===== src/hw/rtl/zse_pkg.sv =====
`timescale 1ns / 1ps
// ----------------------------------------------------------------------------
// zse_pkg
// Types, codes and constants shared by the zonal statistics engine.
// ----------------------------------------------------------------------------
package zse_pkg;

    // default table size
    localparam int DEF_NUM_ZONES = 1024;

    // depth of the queue between front and back
    localparam int Q_DEPTH = 4;
    localparam int Q_AW    = $clog2(Q_DEPTH);

    // item kinds
    localparam logic [1:0] KIND_ACC  = 2'd0;
    localparam logic [1:0] KIND_LOOK = 2'd1;
    localparam logic [1:0] KIND_CLR  = 2'd2;

    // statistic selector codes
    localparam logic [2:0] STAT_SUM   = 3'd0;
    localparam logic [2:0] STAT_MEAN  = 3'd1;
    localparam logic [2:0] STAT_MIN   = 3'd2;
    localparam logic [2:0] STAT_MAX   = 3'd3;
    localparam logic [2:0] STAT_COUNT = 3'd4;
    localparam logic [2:0] STAT_NZ    = 3'd5;

    // configuration register indexes
    localparam logic [1:0] CFG_STAT_SELECT  = 2'd0;
    localparam logic [1:0] CFG_ZONE_NODATA  = 2'd1;
    localparam logic [1:0] CFG_VALUE_NODATA = 2'd2;

    // reset values of the configuration registers
    localparam logic [2:0]         RST_STAT_SELECT  = STAT_SUM;
    localparam logic [15:0]        RST_ZONE_NODATA  = 16'hFFFF;
    localparam logic signed [31:0] RST_VALUE_NODATA = 32'sh8000_0000;

    localparam logic signed [63:0] SUM_MAX = 64'sh7FFF_FFFF_FFFF_FFFF;
    localparam logic signed [63:0] SUM_MIN = 64'sh8000_0000_0000_0000;
    localparam logic [31:0]        CNT_MAX = 32'hFFFF_FFFF;

    typedef struct packed {
        logic [1:0]         kind;
        logic [15:0]        zone_id;
        logic signed [31:0] value;
    } t_item;

    typedef struct packed {
        logic signed [63:0] stat_value;
        logic               is_nodata;
        logic               zone_out_of_range;
    } t_result;

    // work classified by the front part
    typedef enum logic [2:0] {
        OP_ACC,
        OP_LOOK,
        OP_CLR,
        OP_NODATA,
        OP_OOR
    } t_op;

    typedef struct packed {
        t_op                op;
        logic [15:0]        zone;
        logic signed [31:0] value;
    } t_qent;

    // one zone entry of the table
    typedef struct packed {
        logic [31:0]        cnt;
        logic [31:0]        nz;
        logic signed [63:0] sum;
        logic signed [31:0] mn;
        logic signed [31:0] mx;
    } t_entry;

    localparam t_entry RESET_ENTRY = '{
        cnt: 32'd0,
        nz:  32'd0,
        sum: 64'sd0,
        mn:  32'sh7FFF_FFFF,
        mx:  32'sh8000_0000
    };

    typedef enum logic [2:0] {
        ST_CLEAR,
        ST_IDLE,
        ST_EXEC,
        ST_DIV,
        ST_OUT
    } t_state;

    // back part status seen by the top level
    typedef struct packed {
        logic init_busy;
        logic div_busy;
    } t_back_status;

endpackage


===== src/hw/rtl/zse_front.sv =====
`timescale 1ns / 1ps
// ----------------------------------------------------------------------------
// zse_front
// Accepts items, classifies them against the nodata registers and the table
// size, and queues the work for the back part.
// ----------------------------------------------------------------------------
module zse_front #(
    parameter int NUM_ZONES = zse_pkg::DEF_NUM_ZONES
) (
    input  logic                i_clk,
    input  logic                i_rst_n,
    input  logic                push,
    output logic                full,
    input  zse_pkg::t_item      i_item,
    input  logic [15:0]         i_zone_nodata,
    input  logic signed [31:0]  i_value_nodata,
    input  logic                i_hold,
    output logic                o_q_valid,
    output zse_pkg::t_qent      o_q_data,
    input  logic                i_q_pop
);
    import zse_pkg::*;

    t_qent             r_mem [Q_DEPTH];
    logic [Q_AW-1:0]   r_wp;
    logic [Q_AW-1:0]   r_rp;
    logic [Q_AW:0]     r_cnt;
    logic [Q_AW-1:0]   n_wp;
    logic [Q_AW-1:0]   n_rp;
    logic [Q_AW:0]     n_cnt;
    logic              w_accept;
    logic              w_nodata;
    logic              w_oor;
    logic              w_enq;
    logic              w_deq;
    t_qent             w_ent;

    assign full     = (r_cnt == (Q_AW+1)'(Q_DEPTH)) || i_hold;
    assign w_accept = push && !full;

    // classify the incoming item
    always_comb begin
        w_nodata = (i_item.zone_id == i_zone_nodata) || (i_item.value == i_value_nodata);
        w_oor    = {1'b0, i_item.zone_id} >= 17'(NUM_ZONES);
        w_ent.zone  = i_item.zone_id;
        w_ent.value = i_item.value;
        w_ent.op    = OP_ACC;
        w_enq       = 1'b0;
        case (i_item.kind)
            KIND_ACC: begin
                w_enq    = !w_nodata;
                w_ent.op = w_oor ? OP_OOR : OP_ACC;
            end
            KIND_LOOK: begin
                w_enq    = 1'b1;
                w_ent.op = w_nodata ? OP_NODATA : (w_oor ? OP_OOR : OP_LOOK);
            end
            KIND_CLR: begin
                w_enq    = 1'b1;
                w_ent.op = w_oor ? OP_OOR : OP_CLR;
            end
            default: begin
                w_enq = 1'b0;
            end
        endcase
    end

    assign w_deq     = i_q_pop && (r_cnt != '0);
    assign o_q_valid = (r_cnt != '0);
    assign o_q_data  = r_mem[r_rp];

    // queue pointers
    always_comb begin
        n_wp  = r_wp;
        n_rp  = r_rp;
        n_cnt = r_cnt;
        if (w_accept && w_enq) begin
            n_wp = r_wp + 1'b1;
        end
        if (w_deq) begin
            n_rp = r_rp + 1'b1;
        end
        if ((w_accept && w_enq) && !w_deq) begin
            n_cnt = r_cnt + 1'b1;
        end else if (!(w_accept && w_enq) && w_deq) begin
            n_cnt = r_cnt - 1'b1;
        end
    end

    always_ff @(posedge i_clk) begin
        if (!i_rst_n) begin
            r_wp  <= '0;
            r_rp  <= '0;
            r_cnt <= '0;
        end else begin
            r_wp  <= n_wp;
            r_rp  <= n_rp;
            r_cnt <= n_cnt;
        end
    end

    // queue storage
    always_ff @(posedge i_clk) begin
        if (w_accept && w_enq) begin
            r_mem[r_wp] <= w_ent;
        end
    end

endmodule


===== config.mk =====
export PLATFORM = sky130hd
export DESIGN_NAME = zse_front
export DESIGN_NICKNAME = d
export VERILOG_FILES = /design/src/hw/rtl/zse_pkg.sv /design/src/hw/rtl/zse_front.sv
export SDC_FILE = /design/constraint.sdc
export NUM_CORES = 1
export LEC_CHECK = 0
export BUFFER_PORTS_ARGS = -buffer_cell sky130_fd_sc_hd__clkbuf_2
export CORE_MARGIN = 5
export CORE_UTILIZATION = 40
export CTS_BUF_LIST = sky130_fd_sc_hd__clkbuf_4 sky130_fd_sc_hd__clkbuf_8
export DETAILED_ROUTE_END_ITERATION = 16
export GPL_ROUTABILITY_DRIVEN = 0
export PLACE_DENSITY_LB_ADDON = 0.1
export SYNTH_ARGS = -nofsm -noshare
export SYNTH_HDL_FRONTEND = slang
export SYNTH_SLANG_ARGS = --single-unit

===== constraint.sdc =====
create_clock -name i_clk -period 9.8 [get_ports i_clk]
set_clock_uncertainty 0.2 [all_clocks]
set_input_delay 2.45 -clock i_clk [delete_from_list [all_inputs] [get_ports i_clk]]
set_output_delay 2.45 -clock i_clk [all_outputs]
set_load 0.02 [all_outputs]

# ---- Word-level counts from Yosys, hierarchy flattened
# Memories as Yosys holds them, arrays and structs flattened. A register that Yosys moved wholly into a read port is not among the register bits.
# Index checks and enable logic that the tools add are counted.
dict set report word_totals {
  register_bits 7
  latchBits 0
  ramBits 204
  romBits 0
  in_bits 103
  output_inout_bits 53
  elab_cells 41
  memories 1
}
dict set report op_classes {
  addsub 4
  multipliers 0
  n_div 0
  n_lt_le_gt_ge 1
  n_eq_ne 5
  shift 0
  mux 12
  bitwise_logic 0
  n_reduce_logical 15
}
# name words word_bits read_ports rd_clocked_by_memory_dff write_ports line
set memory_table {}
lappend memory_table {r_mem 4 51 1 1 1 zse_front.sv:24} ;# t_qent r_mem [Q_DEPTH];
# operator count
set ops {}
lappend ops {{32-bit equality test} 1}
lappend ops {{3-bit 2-to-1 mux} 6}
lappend ops {{16-bit equality test} 1}
lappend ops {{16-bit by 11-bit greater-or-equal comparator with 1-bit output (second input constant)} 1}
lappend ops {{3-bit one-hot mux with 3 select lines} 1}
lappend ops {{1-bit logical AND} 5}
lappend ops {{2-bit by 1-bit adder with 2-bit output (second input constant)} 2}
lappend ops {{1-bit logical NOT} 4}
lappend ops {{2-bit 2-to-1 mux} 2}
lappend ops {{3-bit by 1-bit adder with 3-bit output (second input constant)} 1}
lappend ops {{3-bit equality test (second input constant)} 1}
lappend ops {{3-bit nonzero test} 1}
lappend ops {{3-bit by 1-bit subtractor with 3-bit output (second input constant)} 1}
lappend ops {{2-bit by 1-bit equality test with 1-bit output (second input constant)} 1}
lappend ops {{2-bit equality test (second input constant)} 1}
lappend ops {{2-bit logical NOT} 1}
lappend ops {{1-bit logical OR} 2}
lappend ops {{1-bit 2-to-1 mux} 2}
lappend ops {{1-bit one-hot mux with 2 select lines} 1}
lappend ops {{2-bit nonzero test} 1}
lappend ops {{2-bit OR reduction} 1}

# ---- Longest topological paths before layout
dict set report logic_depth {
  word_depth 9
  mapped_depth 12
  depth_no_buf 11
}

# ---- Least setup slack after synthesis
# Ideal clock, no wire load.
dict set report synth_path {
  path_type {input port to output port}
  from {input port i_hold}
  to {output port full}
  arrival_time_ns 2.663
  required_ns 7.150
  slack_ns 4.487
  stages 1
  n_path_buf 0
  path_cell_list {a21o_1}
}
dict set report synth_between {
  elab_chain_len 1
}
# item line
set synth_lines {}
lappend synth_lines {{start, declared} zse_front.sv:17} ;# input logic i_hold,
lappend synth_lines {{1-bit logical OR} zse_front.sv:38} ;# assign full = (r_cnt == (Q_AW+1)'(Q_DEPTH)) || i_hold;
lappend synth_lines {{end, declared} zse_front.sv:13} ;# output logic full,
# No other way between the ends.

# ---- Worst setup path in the final report
# Ends and elaborated chain as after synthesis.

==> results.md <==
- Setup repair after global routing left no endpoint under its margin.
- The most critical setup path has its startpoint at i_hold.
- The worst hold path startpoint is r_wp[1].
- The net count after synthesis is 510.
- Dividing the synthesized area by the synthesized cell count gives 21.28 um^2.
- The clock passes through at most 3 buffers.
- STA classifies the critical path endpoint as an output pin.
- The initial antenna violation count was 0.
- The run finished with clean final reports.
- The final period utilization is 0.5609.
- Sorting the synthesized cells by how often they occur yields sky130_fd_sc_hd__edfxtp_1 (204), sky130_fd_sc_hd__mux4_2 (51), sky130_fd_sc_hd__xnor2_1 (51), sky130_fd_sc_hd__nand4_1 (12).
- The maximum number of pins on one net before global-route repair is 52.
- The fraction of layout cells with a size suffix above 1 is 0.4496.
- The number of instances in the synthesized netlist is 397.
- The number of antenna-violating nets in the routed design is 0.
- The placeable core area is 20,890 um^2.
- The hold violation count in the final report is 0.
- The root buffer cell is sky130_fd_sc_hd__clkbuf_8.
- TritonCTS created 37 clock buffers.
- The final wirelength is 18,970 um.
- The number of resized instances in the post-cts repair step is 0.
- The count of non-filler cells in the finished layout is 880.
- Setup violations remaining at the end of the flow were counted as 0.
- Of all cell types, the one taking the most synthesized area is sky130_fd_sc_hd__edfxtp_1.
- The total number of H-tree levels is 2.
- The distinct cell type count of the synthesized netlist is 30.
- The max-slew violation count is 0.
- The floorplan has 53 rows.
- The cell with the most instances after synthesis is sky130_fd_sc_hd__edfxtp_1.
- The worst vdd rail ir drop is 0.1027 mV.
- Final hold analysis gives a worst-case slack of 305.8 ps.
- After clock tree synthesis, the clock-pin slew on the worst setup and hold paths is 60 ps.
- The number of antenna cells inserted is 0.
- Setup slack closes at 4303 ps.
- The path class of the tightest hold or removal check is reg2reg.
- STA classifies the critical path startpoint as an input pin.
- The detailed-router iteration count before antenna repair is 4.
- The count of buffers inserted at the top-level ports is 155.
- Clock latency on the worst-skew pair, taken at its later pin, is 500 ps.
- Fill cells in the final layout number 1,784.
- The total power is 2.193 mW.
- For this run, the register share of the synthesized area comes to 0.7463.
- The setup fix buffers added after clock tree synthesis is 0.
- The cell count after placement is 819.
- The max capacitance violation total is 0.
- The post-layout minimum cycle time is 5497 ps.
- At the pin with the least slew margin, the transition time is 922.0 ps.
- The biggest fanout along the worst timing path is 2.
- The worst-case setup slack after placement is 4108 ps.
- The headroom to the max-slew limit is 0.3854.
- Registers take 6311 um^2.
- Clock tree synthesis found a total of 213 sinks.
- The top-area cell type share of the netlist area is 0.7250.
- The routed layout has 4,438 vias.
- The arrival time of the worst setup path is 2850 ps.
- The worst path required time is 7150 ps.
- The share of async-settable or async-resettable flops after synthesis is 0.
- For this run, the total global-route usage over all layers was measured as 0.1569.
- From synthesis to final layout, the design area changed by 21.13%.
- Summing all multi-input logic gate instances after layout gives 2063 um^2.
- The most used flip-flop cell after synthesis is sky130_fd_sc_hd__edfxtp_1.
- After detailed routing, the number of vias per cell comes to 5.043.
- The via count of the first global-routing pass is 4,901.
- The detailed-route DRC error count is 0.
- Dividing the detail-routed wire length by the instance count gives 21.56 um.
- The floorplan step set the die height to 155.3 um.
- The TritonCTS clock tree is built.
- For the final routed database, the setup TNS stands at 0 ps.
- The wire length of the first global-routing pass is 28,550 um.
- For this run the aggregate overflow at the end of global routing stands at 0.
- By startpoint and endpoint, the worst setup path is classified as in2out.
- Summed over all cells, the static leakage comes to 3.525 nW.
- The maximum achievable frequency is 0.1819 GHz.
- By area the synthesized netlist is led by sky130_fd_sc_hd__edfxtp_1 (73%), sky130_fd_sc_hd__mux4_2 (14%), sky130_fd_sc_hd__xnor2_1 (5.3%), sky130_fd_sc_hd__dfxtp_1 (2.1%), sky130_fd_sc_hd__ha_1 (1.3%).
- The final layout contains 696 nets.
- The effective utilization at floorplan is 0.4045.
- From left edge to right edge, the die measures 155.3 um.
- The count of synthesis-stage warnings from yosys is 0.
- The number of top-level pins is 156.
- The initial detailed-routing violation count is 254.
- The wire-length estimate of the detail-placed layout is 11,910 um.
- The post-synthesis register bit count is 213.
- The area of the die is 24,130 um^2.
- In this run the critical register-to-register path is launched from r_cnt[1].
- The count of hold buffers inserted by post-cts repair is 0.
- The number of flops mapped to enable cells by yosys is 204.
- For this design the ratio of total power to cell area is 214.2 nW/um^2.
- The cell area that synthesis handed to floorplanning was 8449 um^2.
==> power breakdown <==
group	leakage (nW)	internal (mW)	switching [mW]
sequential	1.93	1.03	0.0156
combinational	1.24	0.172	0.231
clock	0.360	0.417	0.327
total	3.53	1.62	0.573
==> flip-flops by register name, summed over array words and instances, names as in the netlist, named ones only <==
name   flops
r_cnt      3
r_mem    204
r_rp       2
r_wp       2
==> final timing paths <==
check,cells past startpoint,slack [ps],to
worst max-delay path,3,4300,full
worst min-delay path,2,310,r_wp[1]
worst max register to register,11,6830,r_cnt[2]
worst min register to register,2,310,r_wp[1]
==> metal layers <==
metal	global-route usage	vias up	wire length [um]	part of all wire
li1	-	1984	-	-
met1	0.2156	2291	8313	0.44
met2	0.2540	137	9344	0.49
met3	0.03616	26	1082	0.057
met4	0.04252	0	231	0.012
met5	0	-	0	0
==> metrics by stage <==
step | util | area (um^2)
after floorplan | - | 8449
after global placement | 0.4576 | 9558
after detailed placement | 0.4576 | 9558
after CTS | 0.4900 | 10230
after global routing | 0.4900 | 10230
final | 0.4900 | 10230
==> cell usage in the layout (no fill, tap or decap), types with 2 or more instances in the layout <==
master	instances
sky130_fd_sc_hd__a21oi_1	2
sky130_fd_sc_hd__and2_1	5
sky130_fd_sc_hd__and2_2	4
sky130_fd_sc_hd__buf_4	6
sky130_fd_sc_hd__clkbuf_2	155
sky130_fd_sc_hd__clkbuf_4	14
sky130_fd_sc_hd__clkbuf_8	39
sky130_fd_sc_hd__clkinv_1	7
sky130_fd_sc_hd__dfxtp_1	7
sky130_fd_sc_hd__edfxtp_1	204
sky130_fd_sc_hd__ha_1	9
sky130_fd_sc_hd__inv_1	5
sky130_fd_sc_hd__mux2i_1	3
sky130_fd_sc_hd__mux4_2	51
sky130_fd_sc_hd__nand2_1	6
sky130_fd_sc_hd__nand4_1	12
sky130_fd_sc_hd__nor2b_1	2
sky130_fd_sc_hd__nor3_1	2
sky130_fd_sc_hd__nor3b_1	2
sky130_fd_sc_hd__nor4_1	3
sky130_fd_sc_hd__or3_1	2
sky130_fd_sc_hd__xnor2_1	51
==> logic make-up after synthesis <==
| logic type | synth area share |
|---|---|
| AO/OA/AOI/OAI | 0.005480 |
| XOR/XNOR | 0.05390 |
| adder cells (fa/ha/maj) | 0.01570 |
| buffers and inverters | 0.01007 |
| flip-flops | 0.7463 |
| multiplexers | 0.1395 |
| AND/OR/NAND/NOR | 0.02902 |
==> critical path, cell delays in order <==
cell                       delay [ps]
sky130_fd_sc_hd__clkbuf_2          80
sky130_fd_sc_hd__a21o_1           160
sky130_fd_sc_hd__clkbuf_2         150
==> cell type report <==
class / count / area share
Timing Repair Buffer: 161 / 0.08020
Clock inverter: 8 / 0.003423
Inverter: 5 / 0.001834
Sequential cell: 213 / 0.6166
Tap cell: 275 / 0.03362
Clock buffer: 53 / 0.06271
Multi-Input combinational cell: 165 / 0.2016
No activity file was read; power rests on OpenSTA's default activity.
